**config.mk**
```make
export PLATFORM = sky130hd
export DESIGN_NAME = pidc_div
export DESIGN_NICKNAME = d
export VERILOG_FILES = /design/src/hdl/pid_controller_with_options_defines.svh /design/src/hdl/pidc_pkg.sv /design/src/hdl/pidc_div.sv
export SDC_FILE = /design/constraint.sdc
export NUM_CORES = 1
export LEC_CHECK = 0
export BUFFER_PORTS_ARGS = -buffer_cell sky130_fd_sc_hd__buf_2
export CAP_MARGIN = 25
export CORE_MARGIN = 2
export CORE_UTILIZATION = 30
export DETAILED_ROUTE_END_ITERATION = 10
export PLACE_DENSITY = 0.53
export SYNTH_ARGS = -nofsm -noshare
export SYNTH_HDL_FRONTEND = slang
export SYNTH_SLANG_ARGS = --single-unit
```
**constraint.sdc**
```tcl
create_clock -name clk_i -period 2.9 [get_ports clk_i]
set_clock_uncertainty 0.15 [all_clocks]
set_input_delay 0.145 -clock clk_i [delete_from_list [all_inputs] [get_ports clk_i]]
set_output_delay 0.145 -clock clk_i [all_outputs]
set_load 0.02 [all_outputs]
```
**src/hdl/pid_controller_with_options_defines.svh**
```systemverilog
// Assertion macros for the PID controller.
`ifndef PID_CONTROLLER_WITH_OPTIONS_DEFINES_SVH
`define PID_CONTROLLER_WITH_OPTIONS_DEFINES_SVH
`ifndef SYNTHESIS
`define PIDC_ASSERT(lbl, clk, rstn, prop, msg) \
  lbl: assert property (@(posedge clk) disable iff (!rstn) prop) else $error(msg);
`define PIDC_ASSERT_NEXT(lbl, clk, rstn, ante, cons, msg) \
  lbl: assert property (@(posedge clk) disable iff (!rstn) ante |=> cons) else $error(msg);
`else
`define PIDC_ASSERT(lbl, clk, rstn, prop, msg)
`define PIDC_ASSERT_NEXT(lbl, clk, rstn, ante, cons, msg)
`endif
`endif

```
**src/hdl/pidc_pkg.sv**
```systemverilog
// Types, constants and helpers for the PID controller.
`default_nettype none
package pidc_pkg;

  localparam int unsigned DW  = 32;
  localparam int unsigned GW  = 31;
  localparam int unsigned DTW = 16;
  localparam int unsigned PW  = 66;
  localparam int unsigned NW  = 57;
  localparam int unsigned VW  = 24;
  localparam int unsigned CIW = 4;
  localparam int unsigned SCW = 10;
  localparam int unsigned OPW = 7;

  localparam logic [16:0]    DERIV_FILTER_RC  = 17'd655;
  localparam logic [16:0]    OUTPUT_FILTER_RC = 17'd655;
  localparam logic [SCW-1:0] STALL_LIMIT      = 10'd500;
  localparam logic [SCW-1:0] STALL_MAX        = 10'd1023;

  localparam int unsigned OPT_BLOCK  = 0;
  localparam int unsigned OPT_TRAP   = 1;
  localparam int unsigned OPT_VRATE  = 2;
  localparam int unsigned OPT_DMEAS  = 3;
  localparam int unsigned OPT_DFILT  = 4;
  localparam int unsigned OPT_ILIMIT = 5;
  localparam int unsigned OPT_OFILT  = 6;

  typedef enum logic [CIW-1:0] {
    CFG_GAIN_P         = 4'd0,
    CFG_GAIN_I         = 4'd1,
    CFG_GAIN_D         = 4'd2,
    CFG_DEAD_ZONE      = 4'd3,
    CFG_OUTPUT_BOUND   = 4'd4,
    CFG_INTEGRAL_BOUND = 4'd5,
    CFG_OPTION_FLAGS   = 4'd6,
    CFG_RATE_WINDOW    = 4'd7
  } cfg_idx_e;

  typedef enum logic [4:0] {
    ST_IDLE, ST_CHECK, ST_MP, ST_MI, ST_MIT, ST_MD, ST_DD, ST_DDW,
    ST_VR, ST_VRD, ST_VRW, ST_DF1, ST_DF2, ST_DF3, ST_DFW,
    ST_INT, ST_SUM, ST_OF1, ST_OF2, ST_OF3, ST_OFW, ST_CLAMP, ST_DONE
  } pidc_state_e;

  typedef struct packed {
    logic signed [DW-1:0] setpoint;
    logic signed [DW-1:0] measurement;
    logic [DTW-1:0]       delta_t;
  } in_item_t;

  typedef struct packed {
    logic signed [DW-1:0] drive;
    logic                 blocked;
  } out_item_t;

  function automatic logic signed [DW-1:0] sat32(input logic signed [PW-1:0] x);
    logic [PW-DW:0] top;
    top = x[PW-1:DW-1];
    if (top == '0 || top == '1) begin
      return x[DW-1:0];
    end else if (x[PW-1]) begin
      return {1'b1, {(DW-1){1'b0}}};
    end else begin
      return {1'b0, {(DW-1){1'b1}}};
    end
  endfunction

endpackage
`default_nettype wire

```
**src/hdl/pidc_div.sv**
```systemverilog
// Restoring signed divider, one quotient bit per cycle, truncating toward zero.
`default_nettype none
module pidc_div import pidc_pkg::*; (
  input  wire                 clk_i,
  input  wire                 rst_ni,
  input  wire                 start_i,
  input  wire  [NW-1:0]       dividend_i,
  input  wire  [VW-1:0]       divisor_i,
  output logic                done_o,
  output logic signed [NW-1:0] quotient_o
);

  localparam int unsigned MW = NW - 1;
  localparam int unsigned CW = $clog2(MW + 1);

  logic          busy_q;
  logic          done_q;
  logic [CW-1:0] cnt_q;
  logic [MW-1:0] mag_q;
  logic [VW-1:0] rem_q;
  logic [VW-1:0] dvs_q;
  logic          neg_q;
  logic [VW:0]   trial;
  logic          qbit;
  logic [NW-1:0] abs_in;

  assign abs_in = dividend_i[NW-1] ? NW'(-dividend_i) : dividend_i;
  assign trial  = {rem_q, mag_q[MW-1]};
  assign qbit   = (trial >= {1'b0, dvs_q});

  always_ff @(posedge clk_i or negedge rst_ni) begin
    if (!rst_ni) begin
      busy_q <= 1'b0;
      done_q <= 1'b0;
      cnt_q  <= '0;
    end else begin
      done_q <= 1'b0;
      if (start_i) begin
        busy_q <= 1'b1;
        cnt_q  <= CW'(MW);
      end else if (busy_q) begin
        cnt_q <= cnt_q - 1'b1;
        if (cnt_q == CW'(1)) begin
          busy_q <= 1'b0;
          done_q <= 1'b1;
        end
      end
    end
  end

  always_ff @(posedge clk_i) begin
    if (start_i) begin
      mag_q <= abs_in[MW-1:0];
      rem_q <= '0;
      dvs_q <= divisor_i;
      neg_q <= dividend_i[NW-1];
    end else if (busy_q) begin
      rem_q <= qbit ? VW'(trial - {1'b0, dvs_q}) : trial[VW-1:0];
      mag_q <= {mag_q[MW-2:0], qbit};
    end
  end

  assign done_o     = done_q;
  assign quotient_o = neg_q ? -$signed({1'b0, mag_q}) : $signed({1'b0, mag_q});

endmodule
`default_nettype wire

```
* Word level (Yosys, flattened, before mapping) *
Cells that the tools add are included.

word-level totals
  register bits = 113
  bits in latches = 0
  memory bits (writable) = 0
  bits in read-only memories = 0
  bits of input ports = 84
  output and inout port bits = 58
  word-level logic and storage cells = 27
  memories = 0

cells by class
  $add $sub $neg = 4
  multipliers = 0
  div/mod/pow operators = 0
  $lt $le $gt $ge = 1
  equal/unequal tests = 1
  shifts and indexed selects = 0
  mux-type cells = 13
  bitwise logic cells = 0
  reduce and logical (&&, ||, !) cells = 1

operators by type and width
  cell                   count
  $mux W56               3
  $mux W57               1
  $neg A56 Y57           1
  $neg A56 Y56           1
  $ge A25 B24 Y1         1
  $mux W24               1
  $sub A24 B24 Y24       1
  $mux W6                2
  $eq A6 B1 Y1 const B   1
  $mux W1                6
  $sub A6 B1 Y6 const B  1
  $reduce_bool A2 Y1     1

* Depth between registers and ports, before layout *
  depth after elaboration = 4
  mapped depth = 12
  gate-level depth less buffers = 11

* Worst setup path after synthesis *
OpenSTA, ideal clock, no wires.

  kind = register -> output
  from = register mag_q[14]
  to = output port quotient_o[53]
  arrival = 2.992 ns
  required time = 2.605 ns
  path slack = -0.387 ns
  cell stages (with the launch flop) = 9
  path buffers = 0
  path through = edfxtp_1 > nor4_2 > or3b_4 > or4_4 > nor3_2 > nand2_2 > or4_4 > o41ai_2 > xnor2_1

on the way
  longest elaborated chain between the ends = 2

RTL lines
  what                      line            text
  start: declaration        pidc_div.sv:19  logic [MW-1:0] mag_q;
  start signal: assignment  pidc_div.sv:53  mag_q <= abs_in[MW-1:0];
  start signal: assignment  pidc_div.sv:59  mag_q <= {mag_q[MW-2:0], qbit};
  $neg A56 Y57              pidc_div.sv:64  assign quotient_o = neg_q ? -$signed({1'b0, mag_q}) : $signed({1'b0, mag_q});
  $mux W57                  pidc_div.sv:64
  end: declaration          pidc_div.sv:10  output logic signed [NW-1:0] quotient_o

Every way passes these cells.

* Worst setup path in the final report *
  from = register mag_q[11]
  to = output port quotient_o[53]

Same word-level chain as after synthesis.

==> run metrics <==
final-layout fill cell count=~2500; area occupied by registers=between 0.003 and 0.004 sq mm; EDFF count, synth=just over 80; status=complete, but fails checks; Worst Setup Slack, final=-0.833 ns; Ys Warns=0; share of layout cells above drive strength 1=around a third; Leak Pwr=~5.1 nW; Iter 0 DRT Violations=roughly 560; Overflow after GRT=0; die area=between 0.02 and 0.03 sq mm; H-Tree Depth=4; Top Ports=between 100 and 150; Total Wirelength=23.3 mm; vias=7667; non-filler instance count after layout=1557; failing checks=setup timing; Period minus WS final=3.73 ns; Rows=a little under 60; Reg clk slew, reported paths=around 0.06 ns; Root Buffer=clkbuf_16; leading post-synthesis cells by cell area=edfxtp_1, xnor2_1, xor2_1; flops & latches, synth=around 110; vias in the first global route=~7300; placed cells=1461; syn nets=about 1000; Pre-antenna DRT Iters=5; Max-slew headroom=35.3%; clock buffers created by TritonCTS=17; Post-DP HPWL=16.4 mm; Starting Density=a little under a third; total power=about 5.8 mW; Min Hold Slack=~0.0070 ns; Port Buf Inserts=141; Detail Route Antenna Nets=0; Max Fclk=roughly 0.27 GHz; commonest cells in the netlist=nor2_1, edfxtp_1, a21oi_1; hold violation count in the final report=0; Mapped Cells=roughly 900; CP endpoint kind=output pin; total core area=between 0.02 and 0.03 sq mm; pwr/cell area=slightly below 500 mW/mm^2; Chip Height=~170 microns; synthesized cell area=0.00798 sq mm; Setup WS pre-CTS=-0.398 ns; Worst Path Required=approximately 2.6 ns; Layout area overhead=50.1%; Final Max Tran Viols=0; Worst Path Arrival=about 3.4 ns; gr usage total=16.2%; vias per inst=4.92; initial antenna violation count=0; DRC=0; count of cell types in the netlist=slightly above 60; CTS Buffer Depth=2; startpoint types=flip-flop; Clock Sinks=approximately 110; Slew @ Worst Pin=0.971 ns; Final setup viols=37; crit-path max FO=3; Setup Crit Path Kind=reg2out; sequential share of the synthesized area=about two fifths; Max-Cap Viols=0; worst min path class=in2reg; largest net degree at the start of global routing=75; final period utilization=129%; syn_area_per_cell=approximately 9 sq um; Worst VDD drop=approximately 0.33 mV; area leader, netlist=edfxtp_1; share of the synthesized area in the top cell type=30.5%; wire per inst=15.0 microns; area of the multi-input gates=0.00515 sq mm; die width=approximately 170 microns; Post-synth top flop=edfxtp_1; Final GP Congestion=between 0.8 and 0.9; CTS tree=yes; ANT cells=0; Skew-Pair Late Insertion Delay=between 0.4 and 0.5 ns; Final nets=1322; asr flop ratio synth=slightly above 7%; RSZ-0062 raised after global routing=true; first-pass GRT wire length=36.8 mm; top-count cell post-synth=nor2_1
what timing repair did:
item | in CTS | in global routing
setup buffers | 7 | 12
gates resized for setup | 69 | 95
endpoints found under the setup margin | 59 | 71
hold buffers | 45 | 0
pin swaps | 20 | 42
endpoints found under the hold margin | 51 | 0
gates cloned | 1 | 1
routing by layer:
| metal | part of all wire [%] | GRT usage [%] |
|---|---|---|
| met5 | 0 | 0 |
| met3 | 4.9 | 3.21 |
| met2 | 48 | 27.1 |
| met1 | 46 | 21.3 |
| met4 | 1.2 | 4.27 |
cell usage in the layout, fill, tap and decap left out, types with 6 or more instances in the layout:
cell type,netlist,final
o21ai_1,1,15
o41ai_2,3,6
inv_1,38,35
dfxtp_1,24,24
dfrtp_1,8,8
edfxtp_1,81,81
or2_2,9,9
nor2b_1,7,6
ha_1,28,24
dlygate4sd3_1,0,45
clkbuf_16,0,20
a211oi_1,16,14
nand4_1,12,12
xnor2_2,0,9
o31ai_1,27,20
nand3_1,8,7
a21oi_1,79,77
nor4_1,9,7
buf_4,1,169
mux2i_1,15,14
nand2b_1,15,12
nand2_1,59,52
or3_1,14,9
a21o_1,6,6
nor3_1,14,13
o21ai_0,51,30
buf_6,0,13
xnor2_1,69,60
or4_1,13,13
o41ai_1,15,8
nor2_1,110,105
xor2_1,62,62
buf_2,0,108
cells by family (layout without fill, tap and decap cells):
kind of cell               after synthesis  in the layout  share of synthesized area [%]
and+or+nand+nor                        295            295                           18.2
AOI/OAI and AO/OA                      226            226                           18.1
xor gates and xnor gates               131            131                           14.4
DFF                                    113            113                           39.0
buffers and inverters                   76            412                           3.62
adders and majority gates               29             29                           4.64
muxes                                   16             16                           2.02
per-stage QoR:
stage / setup TNS (ns) / instance area, sq um / utilization [%]
floorplan: -0.484 / 8040 / -
global placement: -5.51 / 10100 / 38.8
detailed placement: -5.73 / 10100 / 38.8
CTS: -17.15 / 11500 / 44.0
global route: -23.21 / 12000 / 46.0
finish: -17.80 / 12000 / 46.0
worst max-delay path, stage by stage (launching register included):
cell and delay (ns):
edfxtp_1 0.41, nor4_2 0.32, or3b_4 0.41, or4_4 0.46, nor3_4 0.23, nand2_2 0.08
or4_4 0.49, o41ai_4 0.31, xnor2_2 0.16, buf_4 0.16
power by group:
| part | leakage [nW] | switching [mW] | internal, mW | total (mW) |
|---|---|---|---|---|
| Clock | 0.296 | 0.766 | 1.41 | 2.18 |
| Sequential | 1.10 | 0.121 | 1.90 | 2.02 |
| Combinational | 3.69 | 0.824 | 0.731 | 1.55 |
final cells by class:
type | count | area share, %
Sequential cell | 113 | 26.0
Clock inverter | 8 | 0.825
Inverter | 38 | 1.19
Multi-Input combinational cell | 697 | 43.0
Clock buffer | 24 | 4.29
Tap cell | 335 | 3.50
Timing Repair Buffer | 342 | 21.2
sequential cells by signal, summed over array words and instances, names as in the netlist:
name,flops
mag_q,56
dvs_q,24
rem_q,24
cnt_q,6
busy_q,1
done_o,1
neg_q,1
path summary, 6_finish.rpt:
path / start / to / slack, ns / cells after the start
worst max-delay path: mag_q[11]$_DFFE_PP_ / quotient_o[53] / -0.83 / 9
worst min-delay path: dividend_i[0] / mag_q[0]$_DFFE_PP_ / 0.007 / 4
worst max register to register: dvs_q[1]$_DFFE_PP_ / rem_q[2]$_SDFFE_PP0P_ / 0.07 / 11
worst min register to register: rem_q[23]$_SDFFE_PP0P_ / rem_q[23]$_SDFFE_PP0P_ / 0.33 / 2
max in group asynchronous: rst_ni / cnt_q[4]$_DFFE_PN0P_ / 1.78 / 3
min in group asynchronous: rst_ni / done_o$_DFF_PN0_ / 0.55 / 3
(Power assumes the default switching activity.)
